[src/hdl/mlpd_pkg.sv]
// Package for the magic length-prefixed deframer: shared constants, error codes,
// register indexes and the result item type.
// No dependencies.
package mlpd_pkg;

  localparam int unsigned BYTE_W       = 8;
  localparam int unsigned HDR_BYTES    = 8;
  localparam int unsigned MAGIC_W      = 32;
  localparam int unsigned HDR_SIZE_W   = 32;
  localparam int unsigned MAX_SIZE_W   = 24;
  localparam int unsigned SIZE_WIDTH_DEF = 24;
  localparam int unsigned HDR_CNT_W    = 3;
  localparam int unsigned CFG_IDX_W    = 2;
  localparam int unsigned CFG_DATA_W   = 32;

  localparam logic [HDR_CNT_W-1:0]  HDR_LAST      = HDR_CNT_W'(HDR_BYTES - 1);
  localparam logic [MAX_SIZE_W-1:0] MAX_SIZE_RST  = '1;
  localparam logic [HDR_SIZE_W-1:0] HDR_BYTES_SZ  = HDR_SIZE_W'(HDR_BYTES);

  localparam logic [CFG_IDX_W-1:0] CFG_MAGIC_WORD = CFG_IDX_W'(0);
  localparam logic [CFG_IDX_W-1:0] CFG_MAX_SIZE   = CFG_IDX_W'(1);

  typedef enum logic [1:0] {
    ERR_NONE  = 2'd0,
    ERR_MAGIC = 2'd1,
    ERR_SMALL = 2'd2,
    ERR_LARGE = 2'd3
  } frame_err_t;

  typedef struct packed {
    logic [BYTE_W-1:0] payload_byte;
    logic              byte_present;
    logic              last_of_message;
    frame_err_t        frame_error;
  } result_t;

endpackage

[src/hdl/magic_length_prefixed_deframer_top.sv]
// Top level of the magic length-prefixed deframer: stream ports, input and
// output registers, configuration registers. Depends on mlpd_pkg, mlpd_core.
//
// Takes a byte stream, one byte per item, and splits it into messages. Each
// message opens with an 8-byte header: a 32-bit little-endian magic word and a
// 32-bit little-endian total size that counts the header. Header bytes give no
// output item; each of the size-8 payload bytes that follow comes out as one
// item, the final one with tlast set. A size of exactly 8 gives one empty item
// (tuser byte_present low, tlast high). A wrong magic, a size below 8 or a size
// above min(size cap register, 2^SIZE_WIDTH-1) gives one error item and the
// next byte starts a new header. Rate: one byte per cycle while out_tready is
// high; out_tready low stalls the input. A byte waits in the input register;
// when it advances, the state update loads its result, if any, into the
// output register. The user must write configuration through cfg_wr_en/
// cfg_index/cfg_wdata while the stream is idle (not enforced by the block);
// index 0 is the magic word, index 1 is the size cap, other indexes are ignored.
module magic_length_prefixed_deframer_top
  import mlpd_pkg::*;
#(
  parameter int unsigned SIZE_WIDTH = SIZE_WIDTH_DEF
) (
  input  logic                  clk,
  input  logic                  rst_n,
  // input stream
  input  logic                  in_tvalid,
  output logic                  in_tready,
  input  logic [BYTE_W-1:0]     in_tdata,   // [7:0] stream_byte
  // result stream
  output logic                  out_tvalid,
  input  logic                  out_tready,
  output logic [BYTE_W-1:0]     out_tdata,  // [7:0] payload_byte
  output logic                  out_tlast,  // last_of_message
  output logic [2:0]            out_tuser,  // [0] byte_present, [2:1] frame_error
  // configuration writes
  input  logic                  cfg_wr_en,
  input  logic [CFG_IDX_W-1:0]  cfg_index,
  input  logic [CFG_DATA_W-1:0] cfg_wdata
);

  logic                  in_valid_r;
  logic [BYTE_W-1:0]     in_byte_r;
  logic                  advance;

  logic [MAGIC_W-1:0]    magic_word_r;
  logic [MAX_SIZE_W-1:0] max_size_r;

  logic                  res_valid;
  result_t               res;

  logic                  out_valid_r, out_valid_nxt;
  result_t               out_res_r;

  // the held byte moves on once the output register is free or draining
  assign advance   = in_valid_r && (!out_valid_r || out_tready);
  assign in_tready = !in_valid_r || advance;

  always_ff @(posedge clk) begin
    if (in_tvalid && in_tready) begin
      in_byte_r <= in_tdata;
    end
    if (!rst_n) begin
      in_valid_r <= 1'b0;
    end else if (in_tready) begin
      in_valid_r <= in_tvalid;
    end
  end

  always_ff @(posedge clk) begin
    if (!rst_n) begin
      magic_word_r <= '0;
      max_size_r   <= MAX_SIZE_RST;
    end else if (cfg_wr_en) begin
      if (cfg_index == CFG_MAGIC_WORD) begin
        magic_word_r <= cfg_wdata[MAGIC_W-1:0];
      end else if (cfg_index == CFG_MAX_SIZE) begin
        max_size_r <= cfg_wdata[MAX_SIZE_W-1:0];
      end
    end
  end

  mlpd_core #(
    .SIZE_WIDTH (SIZE_WIDTH)
  ) u_core (
    .clk        (clk),
    .rst_n      (rst_n),
    .step_en    (advance),
    .step_byte  (in_byte_r),
    .magic_word (magic_word_r),
    .size_cap   (max_size_r),
    .res_valid  (res_valid),
    .res        (res)
  );

  // header bytes advance without loading the output register
  always_comb begin
    out_valid_nxt = out_valid_r;
    if (advance && res_valid) begin
      out_valid_nxt = 1'b1;
    end else if (out_tready) begin
      out_valid_nxt = 1'b0;
    end
  end

  always_ff @(posedge clk) begin
    if (advance && res_valid) begin
      out_res_r <= res;
    end
    if (!rst_n) begin
      out_valid_r <= 1'b0;
    end else begin
      out_valid_r <= out_valid_nxt;
    end
  end

  assign out_tvalid = out_valid_r;
  assign out_tdata  = out_res_r.payload_byte;
  assign out_tlast  = out_res_r.last_of_message;
  assign out_tuser  = {out_res_r.frame_error, out_res_r.byte_present};

endmodule

[src/hdl/mlpd_core.sv]
// Deframer state machine: header collection, header checks and payload count.
// Produces at most one result per stepped byte. Depends on mlpd_pkg.
module mlpd_core
  import mlpd_pkg::*;
#(
  parameter int unsigned SIZE_WIDTH = SIZE_WIDTH_DEF
) (
  input  logic                  clk,
  input  logic                  rst_n,
  input  logic                  step_en,
  input  logic [BYTE_W-1:0]     step_byte,
  input  logic [MAGIC_W-1:0]    magic_word,
  input  logic [MAX_SIZE_W-1:0] size_cap,
  output logic                  res_valid,
  output result_t               res
);

  localparam logic [HDR_SIZE_W-1:0] SIZE_MASK =
    HDR_SIZE_W'((64'd1 << SIZE_WIDTH) - 64'd1);

  logic [HDR_BYTES-2:0][BYTE_W-1:0] hdr_r, hdr_nxt;
  logic [HDR_CNT_W-1:0]             cnt_r, cnt_nxt;
  logic [SIZE_WIDTH-1:0]            rem_r, rem_nxt;
  logic                             in_payload_r, in_payload_nxt;

  logic [HDR_BYTES*BYTE_W-1:0] full_hdr;
  logic [MAGIC_W-1:0]          hdr_magic;
  logic [HDR_SIZE_W-1:0]       hdr_size;
  logic [SIZE_WIDTH-1:0]       rem_dec;

  assign full_hdr  = {step_byte, hdr_r};
  assign hdr_magic = full_hdr[MAGIC_W-1:0];
  assign hdr_size  = full_hdr[MAGIC_W +: HDR_SIZE_W];
  assign rem_dec   = rem_r - SIZE_WIDTH'(1);

  always_comb begin
    hdr_nxt        = hdr_r;
    cnt_nxt        = cnt_r;
    rem_nxt        = rem_r;
    in_payload_nxt = in_payload_r;
    res_valid      = 1'b0;
    res            = '{payload_byte: '0, byte_present: 1'b0,
                       last_of_message: 1'b0, frame_error: ERR_NONE};
    if (step_en) begin
      if (in_payload_r) begin
        rem_nxt              = rem_dec;
        res_valid            = 1'b1;
        res.payload_byte     = step_byte;
        res.byte_present     = 1'b1;
        res.last_of_message  = (rem_dec == '0);
        if (rem_dec == '0) begin
          in_payload_nxt = 1'b0;
        end
      end else if (cnt_r != HDR_LAST) begin
        hdr_nxt[cnt_r] = step_byte;
        cnt_nxt        = cnt_r + HDR_CNT_W'(1);
      end else begin
        // full header in hand: check in order magic, too small, too large
        cnt_nxt   = '0;
        res_valid = 1'b1;
        if (hdr_magic != magic_word) begin
          res.frame_error = ERR_MAGIC;
        end else if (hdr_size < HDR_BYTES_SZ) begin
          res.frame_error = ERR_SMALL;
        end else if (hdr_size > HDR_SIZE_W'(size_cap) || hdr_size > SIZE_MASK) begin
          res.frame_error = ERR_LARGE;
        end else if (hdr_size == HDR_BYTES_SZ) begin
          res.last_of_message = 1'b1;
        end else begin
          res_valid      = 1'b0;
          rem_nxt        = SIZE_WIDTH'(hdr_size - HDR_BYTES_SZ);
          in_payload_nxt = 1'b1;
        end
      end
    end
  end

  always_ff @(posedge clk) begin
    hdr_r <= hdr_nxt;
    if (!rst_n) begin
      cnt_r        <= '0;
      rem_r        <= '0;
      in_payload_r <= 1'b0;
    end else begin
      cnt_r        <= cnt_nxt;
      rem_r        <= rem_nxt;
      in_payload_r <= in_payload_nxt;
    end
  end

endmodule
[config.mk]
export PLATFORM = sky130hd
export DESIGN_NAME = magic_length_prefixed_deframer_top
export DESIGN_NICKNAME = d
export VERILOG_FILES = /design/src/hdl/mlpd_pkg.sv /design/src/hdl/magic_length_prefixed_deframer_top.sv /design/src/hdl/mlpd_core.sv
export SDC_FILE = /design/constraint.sdc
export NUM_CORES = 1
export LEC_CHECK = 0
export BUFFER_PORTS_ARGS = -buffer_cell sky130_fd_sc_hd__buf_2
export CELL_PAD_IN_SITES_DETAIL_PLACEMENT = 0
export CELL_PAD_IN_SITES_GLOBAL_PLACEMENT = 1
export CORE_MARGIN = 4
export CORE_UTILIZATION = 48
export CTS_CLUSTER_DIAMETER = 50
export DETAILED_ROUTE_END_ITERATION = 16
export GPL_ROUTABILITY_DRIVEN = 0
export PLACE_DENSITY_LB_ADDON = 0.1
export REMOVE_ABC_BUFFERS = 1
export SLEW_MARGIN = 40
export SYNTH_ARGS = -nofsm -noshare
export SYNTH_HDL_FRONTEND = slang
export SYNTH_HIERARCHICAL = 1
export SYNTH_SLANG_ARGS = --single-unit
[constraint.sdc]
create_clock -name clk -period 4.5 [get_ports clk]
set_clock_uncertainty 0.15 [all_clocks]
set_input_delay 0.9 -clock clk [delete_from_list [all_inputs] [get_ports clk]]
set_output_delay 0.9 -clock clk [all_outputs]
set_load 0.02 [all_outputs]
==> results of run 1 <==
-- registers in the layout, indices dropped and copies added, names as in the netlist --
| register | count |
|---|---|
| u_core/full_hdr | 56 |
| magic_word_r | 32 |
| max_size_r | 24 |
| u_core/rem_r | 24 |
| in_byte_r | 8 |
| out_tdata | 8 |
| out_tuser | 3 |
| u_core/cnt_r | 3 |
| in_valid_r | 1 |
| out_tlast | 1 |
| out_tvalid | 1 |
| u_core/in_payload_r | 1 |
-- synth_stat cells (all sizes together), types with 3 or more instances --
cell type,number,area share [%]
a211oi,6,0.73
a21boi,3,0.26
a21oi,33,1.9
a311oi,4,0.41
a31oi,8,0.58
and2,7,0.53
and3,13,0.96
buf,20,2.3
clkbuf,26,1.2
dfxtp,86,20
edfxtp,76,27
ha,29,4.2
inv,56,2.5
mux2,3,0.39
mux2i,39,4.6
nand2,105,4.6
nand2b,4,0.29
nand3,18,1.1
nand3b,3,0.26
nand4,18,1.3
nand4b,29,3.0
nor2,36,1.6
nor2b,7,0.51
nor3,23,1.4
nor3b,6,0.58
nor4,13,1.0
nor4b,3,0.38
o211ai,31,3.9
o21a,4,0.35
o21ai,25,1.5
o311a,3,0.35
o311ai,3,0.31
or3,4,0.29
or3b,3,0.31
or4,11,1.0
or4b,3,0.35
xnor2,42,4.3
xor2,11,1.1
-- stage by stage --
step                      utilization (%)  std cells  hold WS, ns
final                                54.7       1123        0.321
after global routing                 54.7       1123        0.348
after CTS                            54.6       1122        0.324
after detailed placement             51.2       1090        0.311
after global placement               51.2       1090        0.306
after floorplan                         -        794        0.297
-- power breakdown --
part           leakage [uW]  total [uW]  switching (uW)  internal [uW]
clock              0.000289        1450             664            791
combinational       0.00207         179             106           73.0
sequential          0.00142        1600            33.0           1570
total               0.00377        3240             803           2440
-- cell families after synthesis --
group	Yosys count
buf+inv	106
flops	162
fa+ha+maj	29
xor+xnor	53
compound gates	141
mux	42
simple gates	310
-- worst max-delay path, delay by kind of cell, from the launching register on --
kind / cells / cell delay [ns]
AO/OA/AOI/OAI: 3 / 0.95
flip-flops: 1 / 0.65
AND/OR/NAND/NOR: 3 / 1.52
multiplexers: 1 / 0.28
-- per-layer routing --
layer	vias up	part of all wire, %
met1	3197	47
met3	34	5.9
met4	0	1.8
met2	212	46
met5	-	0
li1	3146	-
-- worst paths after layout --
kind | startpoint | slack, ns | to | cells after the start
setup reg to reg | in_byte_r[4] | 0.80 | u_core/rem_r[20] | 7
setup / recovery | in_byte_r[4] | 0.80 | u_core/rem_r[20] | 7
hold reg to reg | magic_word_r[18] | 0.32 | magic_word_r[18] | 2
hold / removal | magic_word_r[18] | 0.32 | magic_word_r[18] | 2
-- layout make-up --
| cell class | count | area, um2 | area share [%] |
|---|---|---|---|
| multi-input combinational | 575 | 4050 | 42.5 |
| sequential | 162 | 4000 | 42.0 |
| clock buffer | 17 | 425 | 4.47 |
| timing repair buffer | 72 | 393 | 4.12 |
| tap | 225 | 282 | 2.96 |
| inverter | 57 | 214 | 2.25 |
| clock inverter | 15 | 164 | 1.72 |
==> run_results.csv, run 1 <==
group,metric,value,unit
die,dieArea,0.0201,mm2
sta,setup_viol,0,
synthesis,synth_edf_count,76,
detailed_routing,drtIter0Drc,518,
global_route,antenna_found_initial,0,
synthesis,synth-compound-area-share,12.6,%
detailed_routing,drc,0,
die,rows,48,
clocking,cts_tree,"yes",
setup_path,cp-end-kind,"register",
finish,layout_common_cells,"105 x nand2_1, 86 x dfxtp_1, 76 x edfxtp_1, 59 x buf_2, 56 x inv_1",
power_and_ir_drop,power.total,3240,uW
sta,fmax,0.270,GHz
clocking,cts.sinks,162,
hold_path,worstHoldPathType,"register to register",
sta,rsz0062_at_grt,"false",
synthesis,ys.flop_type,"dfxtp_1",
finish,fin_area,0.00953,mm2
global_route,grt_util_met2,36.0,%
synthesis,yosysWarnings,6,
synthesis,synth_xor_area_share,5.41,%
synthesis,syn-cell-area,0.00857,mm2
detailed_routing,wl,22600,um
setup_path,required,4.64,ns
placement,place_area,0.00892,mm2
die,die_y,142,um
finish,fill_cells,1572,
power_and_ir_drop,leakage,0.00377,uW
detailed_routing,num_vias,6589,
die,io_pins,61,
sta,maxSlewHeadroom,42.0,%
finish,drive_above_1_share,16.8,%
synthesis,async_flop_share,0,%
clocking,hold_buffers,0,
global_route,grt_pass1_vias,6477,
clocking,clkSlewWorstSetupHoldPaths,0.07,ns
sta,drv_slew,0,
sta,fin_crit,3.70,ns
synthesis,synth.avg_cell_area,10.2,um2
sta,worst_slack,0.798,ns
synthesis,synth_cell_types,78,
clocking,cts-buffers-inserted,17,
power_and_ir_drop,power.density,340,mW/mm2
clocking,clock_latency,0.43,ns
placement,dpl_worst_slack,0.781,ns
global_route,use_met3,4.75,%
placement,io_buffers,60,
global_route,grt_first_pass_wirelength,35700,um
clocking,cts_setup_buffers,0,
clocking,cts-root-buf,"clkbuf_16",
setup_path,worst-path-max-fanout,9,
die,start_util,49.2,%
synthesis,synth_seq_area_share,46.7,%
setup_path,path_cells,"or4_1 -> nor3_2 -> o211ai_1 -> or4b_1 -> a2111oi_4 -> mux2i_1 -> a211oi_2",
setup_path,worstSetupPathType,"register to register",
finish,final_common_cell,"nand2_1",
synthesis,postSynthCellCount,843,
detailed_routing,viasPerCell,5.87,
finish,nets,961,
setup_path,startpoint_type,"register",
die,core_area,0.0174,mm2
finish,area_delta_synth_final,11.1,%
detailed_routing,routedWlPerCell,20.1,um
finish,diodes,0,
setup_path,arrival,3.84,ns
sta,finalSetupTns,0,ns
setup_path,slowest_stage,"or4b_1",
clocking,cts_resized,0,
global_route,grt_max_degree,58,
detailed_routing,dr.pass1.iters,5,
sta,timing.final.crit_share,82.3,%
sta,tightest_slew,0.863,ns
run,maxCapViolations,0,
outcome,status,"completed",
power_and_ir_drop,peakVddDrop,0.274,mV
clocking,clockBufferDepth,2,
detailed_routing,ant_nets,0,
synthesis,synthSimpleGateAreaFrac,19.7,%
sta,hold_viol,0,
global_route,busiest_layer,"met2",
synthesis,synth_mux_area_share,4.95,%
setup_path,cpPeakStageDelay,0.74,ns
synthesis,synth_top_family_by_area,"simple AND/OR/NAND/NOR gates",
synthesis,yosys_register_bits,162,
die,die_width,142,um
clocking,htree_levels,4,
placement,dp_hpwl,15600,um
synthesis,synth_fa_ha_area_share,4.23,%
global_route,grt-ovfl-total,0,
global_route,gr-usage-met1,32.4,%
global_route,grtUsageTotal,23.0,%
Note: power is estimated with default switching activity, not from simulation.
==> inputs of run 2 (changes only) <==
clock period = 3.8 ns   (was 4.5 ns; I/O delays follow)
==> run 2 against run 1 <==
Compared with the run above:
- utilization up 0.78 points
- setup slack worse by 0.52 ns
- sequential power increased by 17%
- via count is 0.42% lower
- final cell count grew 1.6%
- largest cell class unchanged
- critical endpoint unchanged
- combinational power is 30% higher
- design area up 1.4%
- critical path type unchanged
- flip-flop and latch count did not move
==> run_results.csv, run 2 (same netlist as run 1, synthesis figures left out) <==
group,metric,value,unit
outcome,status,"completed",
hold_path,min_to,"magic_word_r[4]",
setup_path,r2r_slack,0.27,ns
clocking,clockBufferDepth,2,
power_and_ir_drop,leakage,0.00386,uW
setup_path,rr_endpoint,"u_core/rem_r[20]",
detailed_routing,ant_nets,0,
detailed_routing,drtIter0Drc,697,
setup_path,worst-path-max-fanout,9,
global_route,grtUsageTotal,22.9,%
die,die_y,142,um
sta,timing.final.crit_share,92.8,%
global_route,antenna_found_initial,0,
setup_path,cp-end-kind,"register",
clocking,cts.sinks,162,
placement,dp_cells,1109,
sta,hold_viol,0,
hold_path,worstHoldPathType,"register to register",
detailed_routing,dr.pass1.iters,5,
sta,finalSetupTns,0,ns
power_and_ir_drop,peakVddDrop,0.284,mV
sta,tightest_slew,0.780,ns
setup_path,startpoint_type,"register",
power_and_ir_drop,clkPwrFrac,45.4,%
power_and_ir_drop,power.share.switching,24.1,%
hold_path,holdPathStages,2,
sta,setup_viol,0,
clocking,cts-buffers-inserted,17,
detailed_routing,viasPerCell,5.75,
finish,diodes,0,
die,dieArea,0.0201,mm2
die,start_util,49.2,%
die,io_pins,61,
finish,final_common_cell,"nand2_1",
run,maxCapViolations,0,
global_route,grt_max_degree,67,
setup_path,worstSetupPathType,"register to register",
sta,holdWs,0.323,ns
finish,area_delta_synth_final,12.7,%
global_route,grt-ovfl-total,0,
placement,io_buffers,60,
detailed_routing,drc,0,
power_and_ir_drop,power.density,401,mW/mm2
die,rows,48,
detailed_routing,routedWlPerCell,19.5,um
sta,fin_crit,3.53,ns
die,die_width,142,um
clocking,cts_setup_buffers,0,
hold_path,hp-start,"magic_word_r[4]",
power_and_ir_drop,p_sw,935,uW
clocking,clkSlewWorstSetupHoldPaths,0.07,ns
sta,drv_slew,0,
clocking,htree_levels,4,
sta,maxSlewHeadroom,47.8,%
setup_path,reg2reg_depth,7,
finish,layout_common_cells,"105 x nand2_1, 86 x dfxtp_1, 76 x edfxtp_1, 59 x buf_2, 56 x inv_1",
clocking,cts_tree,"yes",
die,core_area,0.0174,mm2
global_route,grt_pass1_vias,6618,
setup_path,required,3.93,ns
sta,rsz0062_at_grt,"false",
detailed_routing,wl,22300,um
setup_path,arrival,3.66,ns
finish,largest_reg_flops,56,
power_and_ir_drop,power_frac_comb,6.0,%
detailed_routing,num_vias,6561,
clocking,cts_resized,0,
setup_path,slowest_stage,"or4b_1",
power_and_ir_drop,seqPwrFrac,48.6,%
setup_path,rr_startpoint,"in_byte_r[7]",
finish,stdcell_count,1141,
global_route,grt_first_pass_wirelength,35800,um
placement,dp_hpwl,15600,um
sta,fmax,0.284,GHz
finish,nets,979,
finish,drive_above_1_share,17.9,%
finish,fill_cells,1547,
clocking,cts-root-buf,"clkbuf_16",
setup_path,cpPeakStageDelay,0.74,ns
power_and_ir_drop,internal_power,2940,uW
clocking,clock_latency,0.43,ns
clocking,hold_buffers,0,
setup_path,path_cells,"or4_4 -> nor3_2 -> o211ai_1 -> or4b_1 -> a2111oi_4 -> mux2i_1 -> a211oi_2",
## run 2: changes by cell type in the layout (fill, tap and decap cells not counted), sizes merged
cell and change:
clkinv +3, clkinvlp -1, inv -3, bufinv +1
buf +18
## run 2: critical path, delay by kind of cell (launching register included)
family             cells  cell delay, ns
muxes                  1            0.32
DFF                    1            0.56
AOI/OAI and AO/OA      3            0.93
and+or+nand+nor        3            1.41
## run 2: power by group through the flow
stage          Clock [uW]  Sequential, uW  Combinational, uW
2_1_floorplan           0            1920                117
3_3_place_gp            0            1920                228
3_5_place_dp            0            1920                232
4_1_cts              1790            1880                234
5_1_grt              1870            1890                259
6_report             1760            1880                233
## run 2: worst max path at each step
stage          slack (ns)                 from               end  cells after the start
5_1_grt              0.14  u_core/full_hdr[45]      out_tdata[6]                     10
3_5_place_dp         0.32         in_byte_r[7]  u_core/rem_r[20]                      7
4_1_cts              0.31         in_byte_r[7]  u_core/rem_r[20]                      7
3_3_place_gp         0.49         in_byte_r[7]  u_core/rem_r[20]                      7
6_report             0.27         in_byte_r[7]  u_core/rem_r[20]                      7
2_1_floorplan        0.35  u_core/full_hdr[45]      out_tdata[0]                      8
## run 2: layout make-up
type | instances | area, um2 | area share, %
Clock inverter | 15 | 173 | 1.79
Clock buffer | 17 | 425 | 4.40
Multi-Input combinational cell | 575 | 4040 | 41.8
Inverter | 57 | 214 | 2.21
Tap cell | 225 | 282 | 2.91
Sequential cell | 162 | 4000 | 41.4
Timing Repair Buffer | 90 | 528 | 5.46
## run 2: metrics by stage
stage | utilization [%] | area, um2 | power [uW] | setup slack (ns)
5_1_grt | 55.5 | 9660 | 4010 | 0.139
3_5_place_dp | 52.0 | 9060 | 2160 | 0.319
6_report | 55.5 | 9660 | 3880 | 0.273
3_3_place_gp | 52.0 | 9060 | 2150 | 0.492
4_1_cts | 55.4 | 9660 | 3900 | 0.311
2_1_floorplan | - | 8240 | 2040 | 0.349
## run 2: per-layer routing
layer  up-vias  wire length, um  GRT usage [%]
li1       3185                -              -
met1      3188            10400           32.0
met2       168            10400           36.8
met3        20             1280           4.68
met4         0              234           5.20
met5         -                0              0
